File: config.mk
export PLATFORM = sky130hd
export DESIGN_NAME = maximal_munch_lexer
export DESIGN_NICKNAME = d
export VERILOG_FILES = /design/src/rtl/mml_pkg.sv /design/src/rtl/maximal_munch_lexer.sv
export SDC_FILE = /design/constraint.sdc
export NUM_CORES = 1
export LEC_CHECK = 0
export BUFFER_PORTS_ARGS = -buffer_cell sky130_fd_sc_hd__buf_2
export CORE_UTILIZATION = 35
export CTS_CLUSTER_DIAMETER = 150
export DETAILED_ROUTE_END_ITERATION = 6
export GPL_TIMING_DRIVEN = 1
export PLACE_DENSITY = 0.5
export REMOVE_ABC_BUFFERS = 1
export SLEW_MARGIN = 5
export SYNTH_ARGS = -nofsm -noshare
export SYNTH_HDL_FRONTEND = slang
export SYNTH_SLANG_ARGS = --single-unit
File: constraint.sdc
create_clock -name clk -period 10.1 [get_ports clk]
set_input_delay 0.505 -clock clk [delete_from_list [all_inputs] [get_ports clk]]
set_output_delay 0.505 -clock clk [all_outputs]
set_load 0.02 [all_outputs]
File: src/rtl/mml_pkg.sv
// ----------------------------------------------------------------------------
// mml_pkg
// Token kind codes and the recogniser state record of the maximal munch lexer.
// ----------------------------------------------------------------------------
`default_nettype none

package mml_pkg;

	localparam logic [3:0] KIND_START   = 4'd0;
	localparam logic [3:0] KIND_EOF     = 4'd1;
	localparam logic [3:0] KIND_COMMENT = 4'd2;
	localparam logic [3:0] KIND_LPAREN  = 4'd3;
	localparam logic [3:0] KIND_RPAREN  = 4'd4;
	localparam logic [3:0] KIND_INTEGER = 4'd5;
	localparam logic [3:0] KIND_FLOAT   = 4'd6;
	localparam logic [3:0] KIND_STRING  = 4'd7;
	localparam logic [3:0] KIND_CHAR    = 4'd8;
	localparam logic [3:0] KIND_SPACE   = 4'd9;
	localparam logic [3:0] KIND_IDENT   = 4'd10;
	localparam logic [3:0] KIND_KEYWORD = 4'd11;
	localparam logic [3:0] KIND_ERROR   = 4'd12;

	// All recognisers together; all-zero is the start state of every one.
	typedef struct packed {
		logic [2:0] cmt;
		logic [1:0] par;
		logic       par_left;
		logic [2:0] dec;
		logic [2:0] hex;
		logic [2:0] flt;
		logic [2:0] str;
		logic [2:0] chr;
		logic [1:0] spc;
		logic [1:0] idn;
		logic [1:0] kwd;
	} scan_t;

endpackage

`default_nettype wire

File: src/rtl/maximal_munch_lexer.sv
// ----------------------------------------------------------------------------
// maximal_munch_lexer
// Longest-match lexer over a byte stream with nine parallel recognisers.
// ----------------------------------------------------------------------------
// One byte request is taken per cycle. It lands in an input register and is
// lexed from there by the recogniser logic, which pushes zero, one or two
// tokens into a four-entry token queue; tokens leave the queue one per cycle
// while out_stall is low. A request in the input register is held, and the
// input stalls, while the queue holds more than two tokens. A request yields
// two tokens for a flushed token plus an error or eof, or for the start token
// plus another. Offsets wrap at 2**OFFSET_BITS and token lengths saturate at
// 2**LENGTH_BITS-1. A token of kind start or eof has length zero; last_of_run
// marks the final token that one input byte or end-of-input request produced.
// ----------------------------------------------------------------------------
`default_nettype none

module maximal_munch_lexer #(
	parameter int OFFSET_BITS = 32,
	parameter int LENGTH_BITS = 16
) (
	input  wire logic                   clk,
	input  wire logic                   arst_n,
	input  wire logic                   in_valid,
	output      logic                   in_stall,
	input  wire logic [7:0]             in_byte,
	input  wire logic                   end_of_input,
	output      logic                   out_valid,
	input  wire logic                   out_stall,
	output      logic [3:0]             token_kind,
	output      logic [OFFSET_BITS-1:0] token_start,
	output      logic [LENGTH_BITS-1:0] token_length,
	output      logic                   last_of_run
);
	import mml_pkg::*;

	// recogniser state codes
	localparam logic [2:0] CMT_START = 3'd0, CMT_SLASH = 3'd1, CMT_LINE = 3'd2,
		CMT_LINE_END = 3'd3, CMT_BLOCK = 3'd4, CMT_STAR = 3'd5, CMT_CLOSED = 3'd6,
		CMT_DEAD = 3'd7;
	localparam logic [1:0] PAR_START = 2'd0, PAR_LEFT = 2'd1, PAR_RIGHT = 2'd2,
		PAR_DEAD = 2'd3;
	localparam logic [2:0] DEC_START = 3'd0, DEC_MINUS = 3'd1, DEC_ZERO = 3'd2,
		DEC_DIGITS = 3'd3, DEC_DEAD = 3'd4;
	localparam logic [2:0] HEX_START = 3'd0, HEX_ZERO = 3'd1, HEX_X = 3'd2,
		HEX_DIGITS = 3'd3, HEX_DEAD = 3'd4;
	localparam logic [2:0] FLT_START = 3'd0, FLT_MINUS = 3'd1, FLT_INT = 3'd2,
		FLT_DOT = 3'd3, FLT_FRAC = 3'd4, FLT_SUFFIX = 3'd5, FLT_DEAD = 3'd6;
	localparam logic [2:0] STR_START = 3'd0, STR_OPEN = 3'd1, STR_BODY = 3'd2,
		STR_ESC = 3'd3, STR_CLOSED = 3'd4, STR_DEAD = 3'd5;
	localparam logic [2:0] CHR_START = 3'd0, CHR_OPEN = 3'd1, CHR_BODY = 3'd2,
		CHR_ESC = 3'd3, CHR_CLOSED = 3'd4, CHR_DEAD = 3'd5;
	localparam logic [1:0] SPC_START = 2'd0, SPC_RUN = 2'd1, SPC_DEAD = 2'd2;
	localparam logic [1:0] IDN_START = 2'd0, IDN_RUN = 2'd1, IDN_DEAD = 2'd2;
	localparam logic [1:0] KWD_EMPTY = 2'd0, KWD_F = 2'd1, KWD_FN = 2'd2,
		KWD_OTHER = 2'd3;

	localparam int QDEPTH = 4;

	typedef struct packed {
		logic [3:0]             kind;
		logic [OFFSET_BITS-1:0] start;
		logic [LENGTH_BITS-1:0] length;
		logic                   last;
	} token_t;

	function automatic logic is_digit(input logic [7:0] b);
		return b >= "0" && b <= "9";
	endfunction

	function automatic logic is_space(input logic [7:0] b);
		return b == " " || (b >= 8'd9 && b <= 8'd13);
	endfunction

	function automatic logic is_hex(input logic [7:0] b);
		return is_digit(b) || (b >= "a" && b <= "f") || (b >= "A" && b <= "F");
	endfunction

	function automatic logic is_paren(input logic [7:0] b);
		return b == "(" || b == ")";
	endfunction

	function automatic scan_t scan_next(input scan_t s, input logic [7:0] b);
		scan_t n;
		n = s;
		unique case (s.cmt)
			CMT_START: n.cmt = (b == "/") ? CMT_SLASH : CMT_DEAD;
			CMT_SLASH: n.cmt = (b == "/") ? CMT_LINE : (b == "*") ? CMT_BLOCK : CMT_DEAD;
			CMT_LINE: if (b == 8'h0a) n.cmt = CMT_LINE_END;
			CMT_BLOCK: if (b == "*") n.cmt = CMT_STAR;
			CMT_STAR: n.cmt = (b == "*") ? CMT_STAR : (b == "/") ? CMT_CLOSED : CMT_BLOCK;
			CMT_LINE_END, CMT_CLOSED: n.cmt = CMT_DEAD;
			default: n.cmt = s.cmt;
		endcase
		unique case (s.par)
			PAR_START: begin
				if (b == "(") begin
					n.par = PAR_LEFT;
					n.par_left = 1'b1;
				end else if (b == ")") begin
					n.par = PAR_RIGHT;
					n.par_left = 1'b0;
				end else begin
					n.par = PAR_DEAD;
				end
			end
			PAR_LEFT, PAR_RIGHT: n.par = PAR_DEAD;
			default: n.par = s.par;
		endcase
		unique case (s.dec)
			DEC_START, DEC_MINUS: begin
				if (s.dec == DEC_START && b == "-") n.dec = DEC_MINUS;
				else if (b == "0") n.dec = DEC_ZERO;
				else if (is_digit(b)) n.dec = DEC_DIGITS;
				else n.dec = DEC_DEAD;
			end
			DEC_ZERO: n.dec = DEC_DEAD;
			DEC_DIGITS: if (!is_digit(b)) n.dec = DEC_DEAD;
			default: n.dec = s.dec;
		endcase
		unique case (s.hex)
			HEX_START: n.hex = (b == "0") ? HEX_ZERO : HEX_DEAD;
			HEX_ZERO: n.hex = (b == "x") ? HEX_X : HEX_DEAD;
			HEX_X: n.hex = is_hex(b) ? HEX_DIGITS : HEX_DEAD;
			HEX_DIGITS: if (!is_hex(b)) n.hex = HEX_DEAD;
			default: n.hex = s.hex;
		endcase
		unique case (s.flt)
			FLT_START, FLT_MINUS, FLT_INT: begin
				if (s.flt == FLT_START && b == "-") n.flt = FLT_MINUS;
				else if (is_digit(b)) n.flt = FLT_INT;
				else if (b == ".") n.flt = FLT_DOT;
				else n.flt = FLT_DEAD;
			end
			FLT_DOT: n.flt = is_digit(b) ? FLT_FRAC : FLT_DEAD;
			FLT_FRAC: begin
				if (is_digit(b)) n.flt = FLT_FRAC;
				else if (b == "f" || b == "d") n.flt = FLT_SUFFIX;
				else n.flt = FLT_DEAD;
			end
			FLT_SUFFIX: n.flt = FLT_DEAD;
			default: n.flt = s.flt;
		endcase
		unique case (s.str)
			STR_START: n.str = (b == 8'h22) ? STR_OPEN : STR_DEAD;
			STR_OPEN, STR_BODY: begin
				if (b == 8'h22) n.str = STR_CLOSED;
				else if (b == 8'h5c) n.str = STR_ESC;
				else n.str = STR_BODY;
			end
			STR_ESC: n.str = STR_BODY;
			STR_CLOSED: n.str = STR_DEAD;
			default: n.str = s.str;
		endcase
		unique case (s.chr)
			CHR_START: n.chr = (b == 8'h27) ? CHR_OPEN : CHR_DEAD;
			CHR_OPEN: n.chr = (b == 8'h5c) ? CHR_ESC : CHR_BODY;
			CHR_BODY: n.chr = (b == 8'h27) ? CHR_CLOSED : CHR_DEAD;
			CHR_ESC: n.chr = CHR_BODY;
			CHR_CLOSED: n.chr = CHR_DEAD;
			default: n.chr = s.chr;
		endcase
		if (s.spc == SPC_START || s.spc == SPC_RUN)
			n.spc = is_space(b) ? SPC_RUN : SPC_DEAD;
		unique case (s.idn)
			IDN_START: n.idn = (is_space(b) || is_digit(b) || is_paren(b)) ? IDN_DEAD : IDN_RUN;
			IDN_RUN: if (is_space(b) || is_paren(b)) n.idn = IDN_DEAD;
			default: n.idn = s.idn;
		endcase
		unique case (s.kwd)
			KWD_EMPTY: n.kwd = (b == "f") ? KWD_F : KWD_OTHER;
			KWD_F: n.kwd = (b == "n") ? KWD_FN : KWD_OTHER;
			default: n.kwd = KWD_OTHER;
		endcase
		return n;
	endfunction

	function automatic logic scan_alive(input scan_t s);
		return s.cmt != CMT_DEAD || s.par != PAR_DEAD || s.dec != DEC_DEAD ||
			s.hex != HEX_DEAD || s.flt != FLT_DEAD || s.str != STR_DEAD ||
			s.chr != CHR_DEAD || s.spc != SPC_DEAD || s.idn != IDN_DEAD;
	endfunction

	function automatic logic [3:0] scan_kind(input scan_t s);
		logic [3:0] k;
		if (s.cmt >= CMT_LINE && s.cmt <= CMT_CLOSED) k = KIND_COMMENT;
		else if (s.par == PAR_LEFT || s.par == PAR_RIGHT)
			k = s.par_left ? KIND_LPAREN : KIND_RPAREN;
		else if (s.dec == DEC_ZERO || s.dec == DEC_DIGITS) k = KIND_INTEGER;
		else if (s.hex == HEX_DIGITS) k = KIND_INTEGER;
		else if (s.flt == FLT_FRAC || s.flt == FLT_SUFFIX) k = KIND_FLOAT;
		else if (s.str == STR_CLOSED) k = KIND_STRING;
		else if (s.chr == CHR_CLOSED) k = KIND_CHAR;
		else if (s.spc == SPC_RUN) k = KIND_SPACE;
		else if (s.idn == IDN_RUN) k = (s.kwd == KWD_FN) ? KIND_KEYWORD : KIND_IDENT;
		else k = KIND_ERROR;
		return k;
	endfunction

	// input register
	logic       valid_s1;
	logic [7:0] byte_s1;
	logic       eoi_s1;

	// lexer state
	logic                   started_q;
	scan_t                  scan_q;
	logic [LENGTH_BITS-1:0] plen_q;
	logic [OFFSET_BITS-1:0] pstart_q;
	logic [OFFSET_BITS-1:0] offset_q;

	// token queue
	token_t                    queue_q [QDEPTH];
	logic [$clog2(QDEPTH)-1:0] rd_ptr_q;
	logic [$clog2(QDEPTH)-1:0] wr_ptr_q;
	logic [$clog2(QDEPTH):0]   count_q;

	logic lex_go;
	logic pop;
	logic in_take;

	assign lex_go = valid_s1 && count_q <= ($clog2(QDEPTH)+1)'(QDEPTH - 2);
	assign in_stall = valid_s1 && !lex_go;
	assign in_take = in_valid && !in_stall;
	assign out_valid = count_q != '0;
	assign pop = out_valid && !out_stall;

	always_ff @(posedge clk or negedge arst_n) begin
		if (!arst_n) begin
			valid_s1 <= 1'b0;
		end else if (in_take) begin
			valid_s1 <= 1'b1;
		end else if (lex_go) begin
			valid_s1 <= 1'b0;
		end
	end

	always_ff @(posedge clk) begin
		if (in_take) begin
			byte_s1 <= in_byte;
			eoi_s1 <= end_of_input;
		end
	end

	// lexing step
	scan_t                  adv;
	scan_t                  fresh;
	logic                   adv_ok;
	logic                   fresh_ok;
	logic                   e_start;
	logic                   e_pend;
	logic                   e_tail;
	token_t                 t_pend;
	token_t                 t_tail;
	token_t                 slot0;
	token_t                 slot1;
	logic                   push0;
	logic                   push1;
	scan_t                  scan_d;
	logic [LENGTH_BITS-1:0] plen_d;
	logic [OFFSET_BITS-1:0] pstart_d;
	logic [OFFSET_BITS-1:0] offset_d;
	logic [OFFSET_BITS-1:0] offset_inc;

	assign adv = scan_next(scan_q, byte_s1);
	assign fresh = scan_next('0, byte_s1);
	assign adv_ok = scan_alive(adv);
	assign fresh_ok = scan_alive(fresh);
	assign offset_inc = offset_q + OFFSET_BITS'(1);

	always_comb begin
		e_start = !started_q;
		e_pend = 1'b0;
		e_tail = 1'b0;
		t_pend = '{kind: scan_kind(scan_q), start: pstart_q, length: plen_q, last: 1'b0};
		t_tail = '{kind: KIND_EOF, start: offset_q, length: '0, last: 1'b0};
		scan_d = scan_q;
		plen_d = plen_q;
		pstart_d = pstart_q;
		offset_d = offset_q;
		if (eoi_s1) begin
			// flush, then eof
			e_pend = plen_q != '0;
			e_tail = 1'b1;
			scan_d = '0;
			plen_d = '0;
			pstart_d = offset_q;
		end else begin
			offset_d = offset_inc;
			if (adv_ok) begin
				scan_d = adv;
				if (plen_q != '1) plen_d = plen_q + LENGTH_BITS'(1);
			end else begin
				e_pend = plen_q != '0;
				pstart_d = offset_q;
				if (fresh_ok) begin
					scan_d = fresh;
					plen_d = LENGTH_BITS'(1);
				end else begin
					// unusable byte: consume it as a one-byte error
					e_tail = 1'b1;
					t_tail = '{kind: KIND_ERROR, start: offset_q,
						length: LENGTH_BITS'(1), last: 1'b0};
					scan_d = '0;
					plen_d = '0;
					pstart_d = offset_inc;
				end
			end
		end

		// at most two of the three candidates are ever present
		slot0 = e_start ? token_t'{kind: KIND_START, start: '0, length: '0, last: 1'b0}
			: e_pend ? t_pend : t_tail;
		slot1 = (e_start && e_pend) ? t_pend : t_tail;
		push0 = lex_go && (e_start || e_pend || e_tail);
		push1 = lex_go && ((e_start && (e_pend || e_tail)) || (e_pend && e_tail));
		slot0.last = !push1;
		slot1.last = 1'b1;
	end

	always_ff @(posedge clk or negedge arst_n) begin
		if (!arst_n) begin
			started_q <= 1'b0;
			scan_q <= '0;
			plen_q <= '0;
			pstart_q <= '0;
			offset_q <= '0;
		end else if (lex_go) begin
			started_q <= 1'b1;
			scan_q <= scan_d;
			plen_q <= plen_d;
			pstart_q <= pstart_d;
			offset_q <= offset_d;
		end
	end

	always_ff @(posedge clk or negedge arst_n) begin
		if (!arst_n) begin
			rd_ptr_q <= '0;
			wr_ptr_q <= '0;
			count_q <= '0;
		end else begin
			rd_ptr_q <= rd_ptr_q + ($clog2(QDEPTH))'(pop);
			wr_ptr_q <= wr_ptr_q + ($clog2(QDEPTH))'(push0) + ($clog2(QDEPTH))'(push1);
			count_q <= count_q + ($clog2(QDEPTH)+1)'(push0) + ($clog2(QDEPTH)+1)'(push1)
				- ($clog2(QDEPTH)+1)'(pop);
		end
	end

	always_ff @(posedge clk) begin
		for (int i = 0; i < QDEPTH; i++) begin
			if (push0 && wr_ptr_q == ($clog2(QDEPTH))'(i))
				queue_q[i] <= slot0;
			else if (push1 && wr_ptr_q + ($clog2(QDEPTH))'(1) == ($clog2(QDEPTH))'(i))
				queue_q[i] <= slot1;
		end
	end

	assign token_kind = queue_q[rd_ptr_q].kind;
	assign token_start = queue_q[rd_ptr_q].start;
	assign token_length = queue_q[rd_ptr_q].length;
	assign last_of_run = queue_q[rd_ptr_q].last;

endmodule

`default_nettype wire

==> results.md, run 1 <==
- Final Instance Area: 18620 µm²
- Max-cap violation count: 0
- Syn Area/Cell: 12.89 µm²
- Post-Syn Instances: 1287
- Initial antenna violation count: 0
- Top Ports: 68
- Status: finished with violations
- Average wire per standard cell: 21.99 µm
- Fill cells: 4495
- Die H: 219.7 µm
- Fmax achieved: 195.1 MHz
- Lkg Pwr: 6.735 nW
- Bufs on Longest Clock Path: 3
- Root Buffer: clkbuf_16
- RSZ-0062 raised after global routing: false
- Setup TNS: 0 ns
- Number of synthesis warnings: 0
- # setup viols final: 0
- # DRC: 4
- Fin Clk Skew: 0.02528 ns
- Setup Crit Path Kind: reg -> reg
- Commonest non-fill, non-tap cell in the layout: edfxtp_1
- Worst-margin pin slew: 1.188 ns
- Setup repair bufs after CTS: 0
- Largest net degree at the start of global routing: 67
- Worst-path clk slew: 0.06 ns
- P&R area growth vs syn: 12.21%
- Share of cells above drive strength 1: 19.61%
- Top cells by area, synth: edfxtp_1, dfrtp_1, mux4_2
- Vias in the first global route: 10810
- Routed wire length: 42.72 mm
- Worst Hold Class: in -> reg
- Die Area: 48290 µm²
- Critical path required time: 10.52 ns
- Pwr Density: 295.7 nW/µm²
- DPL Wire Length: 24.45 mm
- Maximum vdd drop: 0.1352 mV
- TritonCTS buffer count: 39
- Iter 0 DRT Violations: 844
- Synthesized flop and latch total: 337
- Routability congestion estimate: 0.8553
- Die X: 219.7 µm
- CTS tree: built
- Fin nets: 1329
- Commonest cells after routing, fill and taps aside: edfxtp_1, a22o_1, dfrtp_1, buf_2, nand2_1
- Grt ovf: 0
- EDFF count, synth: 220
- Area leader, netlist: edfxtp_1
- Crit Path Max Fanout: 19
- First-pass GRT wire length: 65.72 mm
- Via density: 5.614
- Core area: 46650 µm²
- Rel. slew slack: 20.55%
- Final Cycle Share: 50.74%
- Fin crit period: 5.124 ns
- Drt first pass iters: 7
- Num rows: 79
- CTS H-tree depth: 2
- Antenna viol nets, final: 0
- Antenna cells: 0
- Multi-input gate area: 6426 µm²
- Initial core utilization: 35.57%
- Main synth FF type: edfxtp_1
- Worst skew pair latency: 0.56 ns
- Gr usage total: 17.98%
- Via count: 10910
- Data arrival time of the critical path: 5.54 ns
- Max Slew Vio Count: 0
- Mapped Area: 16590 µm²
- Register area: 9534 µm²
- Startpoint Class: register
- I/O Buffers: 67
- Seq/Total Area, Yosys: 57.42%
- CP endpoint kind: register
- # resized after CTS: 0
- Post-synthesis cell type count: 81
- Clock sinks: 337
- Dpl cell area: 17380 µm²
- Final Hold Fails: 0
- Failing checks: DRC
- Share of flip-flops with an asynchronous set or reset: 34.42%
- Synth top area share: 39.81%
## report_power, final
| part | internal (W) | switching (W) | total (W) |
|---|---|---|---|
| clock | 0.000799 | 0.000572 | 0.00137 |
| combinational | 0.000712 | 0.00141 | 0.00212 |
| sequential | 0.00180 | 0.000211 | 0.00201 |
| total | 0.00331 | 0.00219 | 0.00551 |
## final timing paths
check | to | slack (ns) | cells past startpoint | startpoint
hold / removal | byte_s1[2]$_DFFE_PP_ | 0.13 | 1 | in_byte[2]
max in group asynchronous | rd_ptr_q[0]$_DFF_PN0_ | 8.18 | 3 | arst_n
hold reg to reg | rd_ptr_q[1]$_DFF_PN0_ | 0.46 | 1 | rd_ptr_q[1]$_DFF_PN0_
setup / recovery | count_q[1]$_DFF_PN0_ | 4.98 | 12 | byte_s1[1]$_DFFE_PP_
setup reg to reg | count_q[1]$_DFF_PN0_ | 4.98 | 12 | byte_s1[1]$_DFFE_PP_
min in group asynchronous | offset_q[26]$_DFFE_PN0P_ | 0.48 | 2 | arst_n
## per-layer routing
layer | vias up | routed length, µm | GRT usage, %
li1 | 4997 | - | -
met1 | 5591 | 18950 | 24.11
met2 | 263 | 20990 | 30.07
met3 | 57 | 1957 | 2.968
met4 | 0 | 823 | 4.828
met5 | - | 0 | 0
## area by class of cell
| class | count | area share (%) |
|---|---|---|
| tap | 607 | 4.079 |
| inverter | 35 | 0.7055 |
| clock buffer | 54 | 5.765 |
| sequential | 337 | 51.20 |
| clock inverter | 18 | 0.8399 |
| timing repair buffer | 93 | 2.896 |
| multi-input combinational | 799 | 34.51 |
## timing repair
action	in CTS	in global routing
hold buffers	1	0
hold endpoints to repair	50	0
setup endpoints to repair	0	0
## sequential cells by signal, summed over array words and instances, names as in the netlist
name,cells
byte_s1,8
count_q,3
eoi_s1,1
offset_q,32
plen_q,16
pstart_q,32
queue_q,212
rd_ptr_q,2
scan_q,27
started_q,1
valid_s1,1
wr_ptr_q,2
## cells in the mapped netlist (all sizes together) (28+ instances only)
library cell  count
edfxtp          220
and2             61
mux2             32
clkbuf           67
nand3            30
buf              49
nor2             62
nand2            62
a21oi            37
nor4             28
o21ai            48
dfrtp           116
a22o            131
mux4             53
inv              35
## worst max-delay path, cell delays in order, from the launching register on
cell,delay (ns)
edfxtp_1,0.64
nor4_1,1.05
a211oi_1,0.19
nand2_1,0.13
a31oi_1,0.18
nor4_4,0.42
nand2_1,0.33
o21ai_0,0.60
o21ai_0,0.27
ha_1,0.34
fa_1,0.36
inv_1,0.07
fa_1,0.41
## metrics by stage
step	util (%)	setup slack [ns]	hold WS, ns	power, W	instances
2_1_floorplan	-	5.173	0.2094	0.003350	1171
3_3_place_gp	37.25	5.205	0.4497	0.004186	1870
3_5_place_dp	37.25	5.015	0.4545	0.004195	1870
4_1_cts	39.91	4.996	0.09245	0.005586	1943
5_1_grt	39.91	4.474	0.1020	0.005806	1943
6_report	39.91	4.976	0.1288	0.005506	1943
## logic make-up (layout without fill, tap and decap cells)
logic type,Yosys count,in the layout,synth area share (%)
XOR/XNOR,48,48,2.533
AND/OR/NAND/NOR,344,344,11.38
multiplexers,88,88,9.545
adder cells (fa/ha/maj),12,12,1.025
flip-flops,337,337,57.42
buffers and inverters,151,200,4.034
AO/OA/AOI/OAI,307,307,14.05
(Power assumes the default switching activity.)
==> run 2: changes to the inputs <==
--- a/config.mk
+++ b/config.mk
@@ -5,6 +5,7 @@
 export SDC_FILE = /design/constraint.sdc
 export NUM_CORES = 1
 export LEC_CHECK = 0
+export ABC_AREA = 1
 export BUFFER_PORTS_ARGS = -buffer_cell sky130_fd_sc_hd__buf_2
 export CORE_UTILIZATION = 35
 export CTS_CLUSTER_DIAMETER = 150
==> constraint.sdc (replaced) <==
create_clock -name clk -period 5.1 [get_ports clk]
set_input_delay 0.255 -clock clk [delete_from_list [all_inputs] [get_ports clk]]
set_output_delay 0.255 -clock clk [all_outputs]
set_load 0.02 [all_outputs]
==> run 2 against run 1 <==
  * The run now ends clean
  * Cell count up 56%
  * Register-to-register slack worse by 4.0 ns
  * Count of clock-buffer cells in the layout grew 9
  * Core utilization is 0.39 points higher
  * Clock skew down 0.0074 ns
  * First-iteration DRC count up 48%
  * Routed wire length grew 35%
  * Sequential share of layout area decreased by 5.6 points
  * Critical path type unchanged
==> results.md, run 2 <==
- Status: complete, no violations
- Internal: 0.006197 W (+87%)
- Critical path required time: 5.55 ns (-4.97 ns)
- Via count: 16180 (+48%)
- Syn Area/Cell: 8.057 µm² (-38%)
- CP peak stage delay: 0.49 ns (-0.56 ns)
- Hold depth: 3 (+2)
- Synth top cells by count: nand2_1, nor2_1, nand3_1
- Final Cycle Share: 80.52% (+30 points)
- Setup Crit Path Kind: reg -> reg
- Bufs on Longest Clock Path: 3 (unchanged)
- Share of cells above drive strength 1: 8.575% (-11 points)
- Die X: 232.1 µm (+5.6%)
- TritonCTS buffer count: 41 (+5.1%)
- Rel. slew slack: 37.32% (+17 points)
- Maximum vdd drop: 0.3830 mV (+180%)
- Worst Reg-to-Reg Cells: 20 (+8)
- CP endpoint kind: register
- Initial antenna violation count: 0 (unchanged)
- P&R area growth vs syn: 12.75%
- Area leader, netlist: edfxtp_1
- Pwr Density: 531.6 nW/µm² (+80%)
- RSZ-0062 raised after global routing: false
- Largest regs: queue_q (212), offset_q (32), pstart_q (32)
- WHS Endpoint: rd_ptr_q[0]$_DFF_PN0_
- I/O Buffers: 67 (unchanged)
- Crit Path Max Fanout: 34 (+15)
- CTS H-tree depth: 2 (unchanged)
- Top-count cell post-synth: nand2_1
- Synth top area share: 35.66% (-4.1 points)
- Antenna viol nets, final: 0 (unchanged)
- Util after Layout: 40.30% (+0.39 points)
- Switching part of the total power: 44.18% (+4.4 points)
- Min-delay src: out_stall
- Top Ports: 68 (unchanged)
- Setup repair bufs after CTS: 0 (unchanged)
- Setup TNS: 0 ns (unchanged)
- Routed wire length: 57.73 mm (+35%)
- DPL Wire Length: 34.59 mm (+41%)
- Commonest cells after routing, fill and taps aside: nand2_1, nor2_1, nand3_1, edfxtp_1, o21ai_0
- Top cells by area, synth: edfxtp_1, dfrtp_1, nand2_1
- Post-Syn Instances: 2299 (+79%)
- Grt ovf: 0 (unchanged)
- CTS tree: built
- WP buf/inv: 3 (+2)
- Lkg Pwr: 8.500 nW (+26%)
- Fill cells: 5208 (+16%)
- Antenna cells: 0 (unchanged)
- Synthesized flop and latch total: 337 (unchanged)
- Drt first pass iters: 6 (-1)
- Root Buffer: clkbuf_16
- Fin nets: 2335 (+76%)
- Tot Pwr: 0.01110 W (+100%)
- Fin crit period: 4.107 ns (-1.018 ns)
- Final worst-path setup slack: 0.9934 ns (-3.982 ns)
- Mapped Area: 18520 µm² (+12%)
- # setup viols final: 0 (unchanged)
- CP max-delay cell: edfxtp_1
- Clock sinks: 337 (unchanged)
- Vias in the first global route: 15540 (+44%)
- Largest net degree at the start of global routing: 131 (+96%)
- Sequential power share: 33.2% (-3.4 points)
- Main synth FF type: edfxtp_1
- Max reg flops: 212 (unchanged)
- Clock power frac: 25.4% (+0.5 points)
- # DRC: 0 (-4)
- Largest reg by FF count: queue_q
- Dpl ws: 1.044 ns (-3.970 ns)
- Startpoint Class: register
- Worst r2r src: byte_s1[3]$_DFFE_PP_
- Logic pwr share: 41.5% (+3.0 points)
- Worst-path clk slew: 0.06 ns (about the same)
- Seq/Total Area, Yosys: 51.44% (-6.0 points)
- Gr usage total: 21.64% (+3.7 points)
- Final Hold Fails: 0 (unchanged)
- Number of synthesis warnings: 0 (unchanged)
- Die Area: 53850 µm² (+12%)
- R2r endpoint: count_q[1]$_DFF_PN0_
- Post-synthesis cell type count: 44 (-46%)
- Worst Hold Class: in -> reg
- Worst skew pair latency: 0.57 ns (about the same)
- Average wire per standard cell: 19.09 µm (-13%)
- Share of flip-flops with an asynchronous set or reset: 34.42% (unchanged)
- Via density: 5.351 (-4.7%)
- EDFF count, synth: 220 (unchanged)
- Max-cap violation count: 0 (unchanged)
- First-pass GRT wire length: 90.13 mm (+37%)
- Iter 0 DRT Violations: 1247 (+48%)
- Die H: 232.1 µm (+5.6%)
- Net Sw Power: 0.004906 W (+120%)
- Routability congestion estimate: 0.8813 (+3.0%)
- Commonest non-fill, non-tap cell in the layout: nand2_1
- Initial core utilization: 35.75% (+0.18 points)
- R2R setup slack: 0.99 ns (-3.98 ns)
- Max Slew Vio Count: 0 (unchanged)
- Crit path cell chain: inv_2 -> nor2_1 -> nand2_1 -> nand3_1 -> nand2_2 -> inv_1 -> nand3_1 -> nand2_1 -> nor2_1 -> nand2_1 -> nor2_1 -> nand4_2 -> nand2_2 -> nand2_4 -> nand3_2 -> nand2_2 -> ha_1 -> fa_1 -> inv_1 -> fa_1
- Num rows: 83 (+5.1%)
- Data arrival time of the critical path: 4.55 ns (-0.99 ns)
- Fin Clk Skew: 0.01792 ns (-0.007358 ns)
- Crit-path leading delay family: simple AND/OR/NAND/NOR gates
- Core area: 51820 µm² (+11%)
- Worst-margin pin slew: 0.9402 ns (-0.2478 ns)
- Fmax achieved: 243.5 MHz (+25%)
run 2: changes by cell type after synthesis, moves of 131 or more:
cell and delta:
nand2_1 +562, nand3_1 +194, a22o_1 -131, o21ai_0 +148
inv_1 +141, nor2_1 +173
run 2: layer usage:
layer | share of wire, % | global-route usage, %
met1 | 45 | 29.80
met2 | 46 | 35.20
met3 | 5.9 | 2.947
met4 | 2.3 | 6.579
met5 | 0 | 0
run 2: worst min-delay path, stage by stage:
cell,delay [ns]
buf_2,0.10
a31oi_1,0.08
ha_1,0.27
run 2: what timing repair did:
| action | CTS | global route |
|---|---|---|
| endpoints found under the hold margin | 52 | 0 |
| hold buffers | 11 | 0 |
| gates resized for setup | 0 | 0 |
| endpoints found under the setup margin | 0 | 0 |
run 2: cells by family after synthesis:
group / synth area share, %
XOR/XNOR: 1.986
adder cells (fa/ha/maj): 0.8646
flip-flops: 51.44
buffers and inverters: 7.099
AO/OA/AOI/OAI: 10.46
AND/OR/NAND/NOR: 28.09
multiplexers: 0.06079
run 2: worst max path at each step:
stage,from,end,slack [ns],cells past startpoint
final,byte_s1[3]$_DFFE_PP_,count_q[1]$_DFF_PN0_,0.99,20
after global routing,byte_s1[3]$_DFFE_PP_,queue_q[3][39]$_DFFE_PP_,0.64,20
after global placement,byte_s1[1]$_DFFE_PP_,count_q[1]$_DFF_PN0_,1.12,18
after detailed placement,byte_s1[3]$_DFFE_PP_,count_q[1]$_DFF_PN0_,1.04,20
after floorplan,count_q[1]$_DFF_PN0_,queue_q[3][0]$_SDFFCE_PP1P_,-3.28,6
after CTS,byte_s1[3]$_DFFE_PP_,count_q[1]$_DFF_PN0_,1.04,20
run 2: stage by stage:
| stage | hold WS [ns] | instances | area, µm² |
|---|---|---|---|
| 4_1_cts | 0.1523 | 3024 | 20890 |
| 5_1_grt | 0.1643 | 3024 | 20890 |
| 2_1_floorplan | -0.04059 | 2154 | 17900 |
| 6_report | 0.1798 | 3024 | 20890 |
| 3_3_place_gp | 0.3353 | 2937 | 19510 |
| 3_5_place_dp | 0.3300 | 2937 | 19510 |
run 2: cell type report:
type / instances / area, µm² / share of cell area (%)
clock buffer: 63 / 1181 / 5.655
clock inverter: 13 / 88.84 / 0.4253
inverter: 184 / 691.9 / 3.313
multi-input combinational: 1633 / 7734 / 37.03
sequential: 337 / 9534 / 45.65
tap: 680 / 850.8 / 4.074
timing repair buffer: 114 / 805.8 / 3.858
run 2: power by group through the flow:
| stage | Clock, W | Sequential, W | Combinational, W |
|---|---|---|---|
| 2_1_floorplan | 0 | 0.00376 | 0.00267 |
| 3_3_place_gp | 0 | 0.00372 | 0.00458 |
| 3_5_place_dp | 0 | 0.00373 | 0.00462 |
| 4_1_cts | 0.00288 | 0.00368 | 0.00464 |
| 5_1_grt | 0.00298 | 0.00373 | 0.00504 |
| 6_report | 0.00282 | 0.00368 | 0.00461 |
